File: src/rtl/flk_pkg.sv
// ----------------------------------------------------------------------------
// flk_pkg: shared types and constants for the flock entry update block
// Item layouts, configuration record, controller/datapath command and status.
// ----------------------------------------------------------------------------
package flk_pkg;

    // fixed field widths
    localparam int IDX_W       = 6;
    localparam int DATA_W      = 16;
    localparam int FSIZE_W     = 7;
    localparam int DIST_W      = 15;
    localparam int OCNT_W      = 6;
    localparam int OUT_CNT_MAX = 63;
    localparam int CFG_ADDR_W  = 3;
    localparam int CFG_DATA_W  = 16;

    // parameter defaults
    localparam int FLOCK_MAX_DEF = 64;
    localparam int FRAC_BITS_DEF = 12;

    // configuration register indexes
    localparam logic [CFG_ADDR_W-1:0] CFG_FLOCK_SIZE      = 3'd0;
    localparam logic [CFG_ADDR_W-1:0] CFG_ATTRACT_DIST    = 3'd1;
    localparam logic [CFG_ADDR_W-1:0] CFG_COHESION_GAIN   = 3'd2;
    localparam logic [CFG_ADDR_W-1:0] CFG_ALIGNMENT_GAIN  = 3'd3;
    localparam logic [CFG_ADDR_W-1:0] CFG_SEP_DIST        = 3'd4;
    localparam logic [CFG_ADDR_W-1:0] CFG_SEPARATION_GAIN = 3'd5;
    localparam logic [CFG_ADDR_W-1:0] CFG_MAX_SPEED       = 3'd6;

    // configuration reset values
    localparam logic [FSIZE_W-1:0]       RST_FLOCK_SIZE = 7'd64;
    localparam logic [DIST_W-1:0]        RST_ATTRACT    = 15'd410;
    localparam logic signed [DATA_W-1:0] RST_COH_GAIN   = 16'sd41;
    localparam logic signed [DATA_W-1:0] RST_ALN_GAIN   = 16'sd41;
    localparam logic [DIST_W-1:0]        RST_SEP        = 15'd205;
    localparam logic signed [DATA_W-1:0] RST_SEP_GAIN   = 16'sd41;
    localparam logic [DIST_W-1:0]        RST_MAX_SPEED  = 15'd41;

    // item opcodes
    localparam logic OP_WRITE  = 1'b0;
    localparam logic OP_UPDATE = 1'b1;

    // steering terms, worked one after another
    localparam logic [2:0] TERM_COH_X = 3'd0;
    localparam logic [2:0] TERM_COH_Y = 3'd1;
    localparam logic [2:0] TERM_ALN_X = 3'd2;
    localparam logic [2:0] TERM_ALN_Y = 3'd3;
    localparam logic [2:0] TERM_SEP_X = 3'd4;
    localparam logic [2:0] TERM_SEP_Y = 3'd5;
    localparam logic [2:0] TERM_END   = 3'd6;

    typedef struct packed {
        logic                     op;
        logic [IDX_W-1:0]         entry_index;
        logic signed [DATA_W-1:0] in_pos_x;
        logic signed [DATA_W-1:0] in_pos_y;
        logic signed [DATA_W-1:0] in_vel_x;
        logic signed [DATA_W-1:0] in_vel_y;
    } in_item_t;

    typedef struct packed {
        logic [IDX_W-1:0]         out_index;
        logic signed [DATA_W-1:0] out_pos_x;
        logic signed [DATA_W-1:0] out_pos_y;
        logic signed [DATA_W-1:0] out_vel_x;
        logic signed [DATA_W-1:0] out_vel_y;
        logic [OCNT_W-1:0]        attract_count;
        logic [OCNT_W-1:0]        separate_count;
    } out_item_t;

    typedef struct packed {
        logic [FSIZE_W-1:0]       flock_size;
        logic [DIST_W-1:0]        attract_dist;
        logic signed [DATA_W-1:0] cohesion_gain;
        logic signed [DATA_W-1:0] alignment_gain;
        logic [DIST_W-1:0]        sep_dist;
        logic signed [DATA_W-1:0] separation_gain;
        logic [DIST_W-1:0]        max_speed;
    } cfg_t;

    typedef struct packed {
        logic             accept;
        logic             rd_self;
        logic             self_ld;
        logic             scan_rd;
        logic [IDX_W-1:0] scan_addr;
        logic [2:0]       term;
        logic             div_start;
        logic             div_clamp;
        logic             mul_term;
        logic             acc_term;
        logic             sq_ld;
        logic             sqrt_start;
        logic             axis;
        logic             mul_clamp;
        logic             clamp_ld;
        logic             fin_upd;
        logic             fin_wr;
        logic             fin_bad;
        logic             out_ld;
    } dp_cmd_t;

    typedef struct packed {
        logic               is_write;
        logic               idx_bad;
        logic [FSIZE_W-1:0] scan_n;
        logic               ac_zero;
        logic               sc_zero;
        logic               div_done;
        logic               sqrt_done;
        logic               clamp_need;
    } dp_stat_t;

    // saturate to 16-bit signed
    function automatic logic signed [DATA_W-1:0] sat16(input logic signed [31:0] v);
        logic signed [DATA_W-1:0] r;
        if (v > 32'sd32767)
            r = 16'sh7FFF;
        else if (v < -32'sd32768)
            r = 16'sh8000;
        else
            r = v[DATA_W-1:0];
        return r;
    endfunction

endpackage

File: src/rtl/flk_ctrl.sv
// ----------------------------------------------------------------------------
// flk_ctrl: flock entry update sequencer
// Walks one item through read, scan, steering terms, speed clamp and result.
// ----------------------------------------------------------------------------
module flk_ctrl (
    input  logic              clk,
    input  logic              rst_n,
    input  logic              in_valid,
    output logic              in_ready,
    output logic              out_valid,
    input  logic              out_ready,
    input  flk_pkg::dp_stat_t stat,
    output flk_pkg::dp_cmd_t  cmd
);

    import flk_pkg::*;

    localparam logic [4:0] S_IDLE  = 5'd0;
    localparam logic [4:0] S_DISP  = 5'd1;
    localparam logic [4:0] S_SELF  = 5'd2;
    localparam logic [4:0] S_SCAN  = 5'd3;
    localparam logic [4:0] S_DRAIN = 5'd4;
    localparam logic [4:0] S_TERM  = 5'd5;
    localparam logic [4:0] S_DIVW  = 5'd6;
    localparam logic [4:0] S_MUL   = 5'd7;
    localparam logic [4:0] S_ACC   = 5'd8;
    localparam logic [4:0] S_SQ    = 5'd9;
    localparam logic [4:0] S_CMP   = 5'd10;
    localparam logic [4:0] S_SQW   = 5'd11;
    localparam logic [4:0] S_CMX   = 5'd12;
    localparam logic [4:0] S_CDIV  = 5'd13;
    localparam logic [4:0] S_CDW   = 5'd14;
    localparam logic [4:0] S_FIN   = 5'd15;
    localparam logic [4:0] S_DONE  = 5'd16;

    // scan pipeline depth after the last read
    localparam logic [1:0] DRAIN_LAST = 2'd2;

    logic [4:0]         state_reg, state_next;
    logic [FSIZE_W-1:0] j_reg, j_next;
    logic [1:0]         drain_reg, drain_next;
    logic [2:0]         term_reg, term_next;
    logic               axis_reg, axis_next;
    logic               out_valid_reg, out_valid_next;
    logic               term_skip;

    assign term_skip = (term_reg <= TERM_ALN_Y) ? stat.ac_zero : stat.sc_zero;

    // next state and commands
    always_comb
    begin
        state_next    = state_reg;
        j_next        = j_reg;
        drain_next    = drain_reg;
        term_next     = term_reg;
        axis_next     = axis_reg;
        cmd           = '0;
        cmd.scan_addr = j_reg[IDX_W-1:0];
        cmd.term      = term_reg;
        cmd.axis      = axis_reg;

        unique case (state_reg)
            S_IDLE:
            begin
                if (in_valid)
                begin
                    cmd.accept = 1'b1;
                    state_next = S_DISP;
                end
            end
            S_DISP:
            begin
                if (stat.idx_bad)
                begin
                    cmd.fin_bad = 1'b1;
                    state_next  = S_DONE;
                end
                else if (stat.is_write)
                begin
                    cmd.fin_wr = 1'b1;
                    state_next = S_DONE;
                end
                else
                begin
                    cmd.rd_self = 1'b1;
                    state_next  = S_SELF;
                end
            end
            S_SELF:
            begin
                cmd.self_ld = 1'b1;
                j_next      = '0;
                state_next  = S_SCAN;
            end
            S_SCAN:
            begin
                if (j_reg < stat.scan_n)
                begin
                    cmd.scan_rd = 1'b1;
                    j_next      = j_reg + 1'b1;
                end
                else
                begin
                    drain_next = '0;
                    state_next = S_DRAIN;
                end
            end
            S_DRAIN:
            begin
                drain_next = drain_reg + 1'b1;
                if (drain_reg == DRAIN_LAST)
                begin
                    term_next  = TERM_COH_X;
                    state_next = S_TERM;
                end
            end
            S_TERM:
            begin
                if (term_reg == TERM_END)
                    state_next = S_SQ;
                else if (term_skip)
                    term_next = term_reg + 1'b1;
                else
                begin
                    cmd.div_start = 1'b1;
                    state_next    = S_DIVW;
                end
            end
            S_DIVW:
            begin
                if (stat.div_done)
                    state_next = S_MUL;
            end
            S_MUL:
            begin
                cmd.mul_term = 1'b1;
                state_next   = S_ACC;
            end
            S_ACC:
            begin
                cmd.acc_term = 1'b1;
                term_next    = term_reg + 1'b1;
                state_next   = S_TERM;
            end
            S_SQ:
            begin
                cmd.sq_ld  = 1'b1;
                state_next = S_CMP;
            end
            S_CMP:
            begin
                if (stat.clamp_need)
                begin
                    cmd.sqrt_start = 1'b1;
                    state_next     = S_SQW;
                end
                else
                    state_next = S_FIN;
            end
            S_SQW:
            begin
                if (stat.sqrt_done)
                begin
                    axis_next  = 1'b0;
                    state_next = S_CMX;
                end
            end
            S_CMX:
            begin
                cmd.mul_clamp = 1'b1;
                state_next    = S_CDIV;
            end
            S_CDIV:
            begin
                cmd.div_start = 1'b1;
                cmd.div_clamp = 1'b1;
                state_next    = S_CDW;
            end
            S_CDW:
            begin
                cmd.div_clamp = 1'b1;
                if (stat.div_done)
                begin
                    cmd.clamp_ld = 1'b1;
                    if (!axis_reg)
                    begin
                        axis_next  = 1'b1;
                        state_next = S_CMX;
                    end
                    else
                        state_next = S_FIN;
                end
            end
            S_FIN:
            begin
                cmd.fin_upd = 1'b1;
                state_next  = S_DONE;
            end
            S_DONE:
            begin
                if (!out_valid_reg || out_ready)
                begin
                    cmd.out_ld = 1'b1;
                    state_next = S_IDLE;
                end
            end
            default:
            begin
                state_next = S_IDLE;
            end
        endcase
    end

    // output valid
    always_comb
    begin
        if (cmd.out_ld)
            out_valid_next = 1'b1;
        else if (out_ready)
            out_valid_next = 1'b0;
        else
            out_valid_next = out_valid_reg;
    end

    always_ff @(posedge clk or negedge rst_n)
    begin
        if (!rst_n)
        begin
            state_reg     <= S_IDLE;
            j_reg         <= '0;
            drain_reg     <= '0;
            term_reg      <= TERM_COH_X;
            axis_reg      <= 1'b0;
            out_valid_reg <= 1'b0;
        end
        else
        begin
            state_reg     <= state_next;
            j_reg         <= j_next;
            drain_reg     <= drain_next;
            term_reg      <= term_next;
            axis_reg      <= axis_next;
            out_valid_reg <= out_valid_next;
        end
    end

    assign in_ready  = (state_reg == S_IDLE);
    assign out_valid = out_valid_reg;

endmodule

File: config.mk
export PLATFORM = sky130hd
export DESIGN_NAME = flk_ctrl
export DESIGN_NICKNAME = d
export VERILOG_FILES = /design/src/rtl/flk_pkg.sv /design/src/rtl/flk_ctrl.sv
export SDC_FILE = /design/constraint.sdc
export NUM_CORES = 1
export LEC_CHECK = 0
export BUFFER_PORTS_ARGS = -buffer_cell sky130_fd_sc_hd__buf_4
export CAP_MARGIN = 10
export CORE_MARGIN = 5
export CORE_UTILIZATION = 39
export DETAILED_ROUTE_END_ITERATION = 12
export GPL_ROUTABILITY_DRIVEN = 0
export PLACE_DENSITY_LB_ADDON = 0.2
export REMOVE_ABC_BUFFERS = 1
export SYNTH_ARGS = -nofsm -noshare
export SYNTH_HDL_FRONTEND = slang
export SYNTH_SLANG_ARGS = --single-unit
File: constraint.sdc
create_clock -name clk -period 1.9 [get_ports clk]
set_input_delay 0.19 -clock clk [delete_from_list [all_inputs] [get_ports clk]]
set_output_delay 0.19 -clock clk [all_outputs]
set_load 0.005 [all_outputs]
==> flow_summary.ini <==
[critical_path]
max_stage_delay_ns = 0.39
crit_buf_inv = 2
worst_ep_required_time_ns = 1.71
worst_path_max_delay_cell = dfrtp_1
crit_cells = 8
r2r_cells = 8
cp_common_cell = buf_4
critPathMaxFanout = 3
arrival_ns = 1.93
cp-startpoint = term_reg[0]
cp_cell_sequence = ha_2, ha_4, nand3b_1, a32oi_2, buf_4, a21oi_4, nor4_4, buf_4
reg2reg_slack_ns = -0.15
rr_startpoint = term_reg[0]
worstSetupEndpointType = output pin
endpoint = cmd[12]
cp_top_family = flip-flops
crit_type = reg -> out
r2r_end = state_reg[1]
start_kind = flop

[synth]
synth_compound_area_share_pct = 16.1
syn_area_um2 = 1570
async_reset_ff_share_pct = 100
syn_inst = 193
ys_types = 43
synth.area.mux_share_pct = 2.71
synth_edf_count = 0
yosysTopAreaCell = dfrtp_1
synth.most_common_cell = dfrtp_1
ys_seq_area_share_pct = 30.3
yosys-top-cells-count = 19 x dfrtp_1, 16 x inv_1, 14 x nor2_1
yosys.area.top_type_share_pct = 30.3
ys_seq_elements = 19
avgSynthCellArea_um2 = 8.14
synthAdderAreaFrac_pct = 8.76
synthSimpleGateAreaFrac_pct = 30.0
synthFlopType = dfrtp_1
synth_warnings = 0
synth_area_leaders = dfrtp_1 30%, ha_1 8.8%, nand3_1 3.8%
synth_top_family_by_area = simple AND/OR/NAND/NOR gates
synth-xor-area-share_pct = 1.12

[timing]
hold_slack_ns = 0.226
timing.final.crit_share_pct = 112
finalHoldViolations = 0
max_freq_ghz = 0.472
finalSetupViolCount = 6
slew_headroom_pct = 59.6
setup_slack_ns = -0.220
worst_pin_slew_ns = 0.600
fin_skew_ns = 0.00261
drv_slew = 0
final.setup.tns_ns = -0.704
rsz0062_at_grt = yes
layout_min_cycle_time_ns = 2.12

[route]
num_vias = 1686
ant_nets = 0
drt_iter0_markers = 102
dr.pass1.iters = 4
via_per_inst = 5.30
wl_per_cell_um = 15.1
post-route-drc-count = 0
wl_um = 4800

[floorplan]
dieArea_um2 = 5400
pin_count = 46
placementRows = 23
coreArea_um2 = 3940
fp.dieH_um = 73.5
die_w_um = 73.5
start_util_pct = 39.8

[run_status]
violations = setup timing
status = finished, violations left

[place]
hpwl_um = 3330
place_area_um2 = 2120
dp.cells = 302
io_buffers = 45
pre_cts_slack_ns = -0.163

[cells_and_area]
instances_no_fill = 318
drive_above_1_share_pct = 47.8
largest_register_ffs = 7
fin_nets = 298
postLayoutCellArea_um2 = 2480
n_antenna_cell = 0
area_growth_pct = 58.1
finish.utilization_pct = 63.0

[cts]
clk_latency_ns = 0.26
ctsRootBufferMaster = clkbuf_8
cts_htree_levels = 1
cts.path.max_buffers = 2
clk_pin_slew_ns = 0.08
cts_tree = yes
cts_buffers = 3
clock-sinks = 19

[job]
cap_viol_max_count = 0

[power_and_ir_drop]
total_power_mw = 2.42
p_leak_nw = 1.22
p_per_area_nw_per_um2 = 974
ir_drop_mv = 0.478

[grt]
grtUsageTotal_pct = 17.5
grt_pass1_vias = 1547
antenna_found_initial = 0
grt_max_degree = 20
grt_pass1_wl_um = 7380
gr-total-overflow = 0

[min_path]
hold_path_class = in -> reg
==> layer usage <==
metal  vias to the layer above  part of all wire, %  track usage [%]
li1                        834                    -                -
met1                       793                   46             24.9
met2                        53                   47             26.8
met3                         6                  5.4             3.28
met4                         0                  1.6             5.23
met5                         -                    0                0
==> final cells by class <==
cell class / count / area (um2)
Fill cell: 329 / 1460
Multi-Input combinational cell: 141 / 1120
Timing Repair Buffer: 88 / 711
Sequential cell: 19 / 478
Tap cell: 50 / 62.6
Inverter: 16 / 60.1
Clock buffer: 3 / 41.3
Clock inverter: 1 / 5.00
==> kinds of logic after synthesis <==
kind of cell,Yosys count
XOR/XNOR,2
AO/OA/AOI/OAI,38
adder cells (fa/ha/maj),11
multiplexers,4
flip-flops,19
buffers and inverters,33
AND/OR/NAND/NOR,86
==> cells in the final DEF (no fill, tap or decap), types with 3 or more instances in the layout <==
master	netlist	routed
a31oi_1	3	3
nand2b_1	6	5
nand2_1	12	12
nand3b_1	3	3
clkbuf_8	0	3
inv_1	16	14
dfrtp_1	19	17
and3_1	4	4
buf_4	8	79
a21oi_2	0	4
o21ai_0	7	4
nand3_1	12	12
nor3_1	12	9
a21o_1	4	4
nor2b_2	0	3
buf_6	2	6
a21oi_1	9	4
nor2_1	14	12
nand4_1	4	4
ha_4	0	3
ha_1	11	7
==> how the worst min path moves through the flow <==
stage | start | endpoint | slack [ns] | depth (start not counted)
3_5_place_dp | rst_n | axis_reg | 0.09 | 1
6_report | stat[2] | axis_reg | 0.23 | 3
3_3_place_gp | rst_n | axis_reg | 0.09 | 1
2_1_floorplan | rst_n | axis_reg | -0.11 | 0
5_1_grt | out_ready | out_valid | 0.25 | 3
4_1_cts | stat[2] | axis_reg | 0.23 | 3
==> power breakdown <==
part | internal [mW] | total (mW) | switching, mW
Sequential | 0.501 | 0.568 | 0.0673
Combinational | 0.802 | 1.55 | 0.745
Clock | 0.146 | 0.301 | 0.155
==> worst reg2reg max path, delay by kind of cell (launching register included) <==
kind                     cells  cell delay [ns]
multiplexers                 1             0.37
adder cells (fa/ha/maj)      2             0.36
AND/OR/NAND/NOR              3             0.43
flip-flops                   1             0.39
buffers and inverters        1             0.16
AO/OA/AOI/OAI                1             0.24
==> what timing repair did <==
action	CTS	global route
hold buffers	1	0
pin swaps	7	10
endpoints found under the setup margin	8	21
buffers inserted	5	7
hold endpoints to repair	19	0
resized for setup	21	30
No activity file was read; power rests on OpenSTA's default activity.
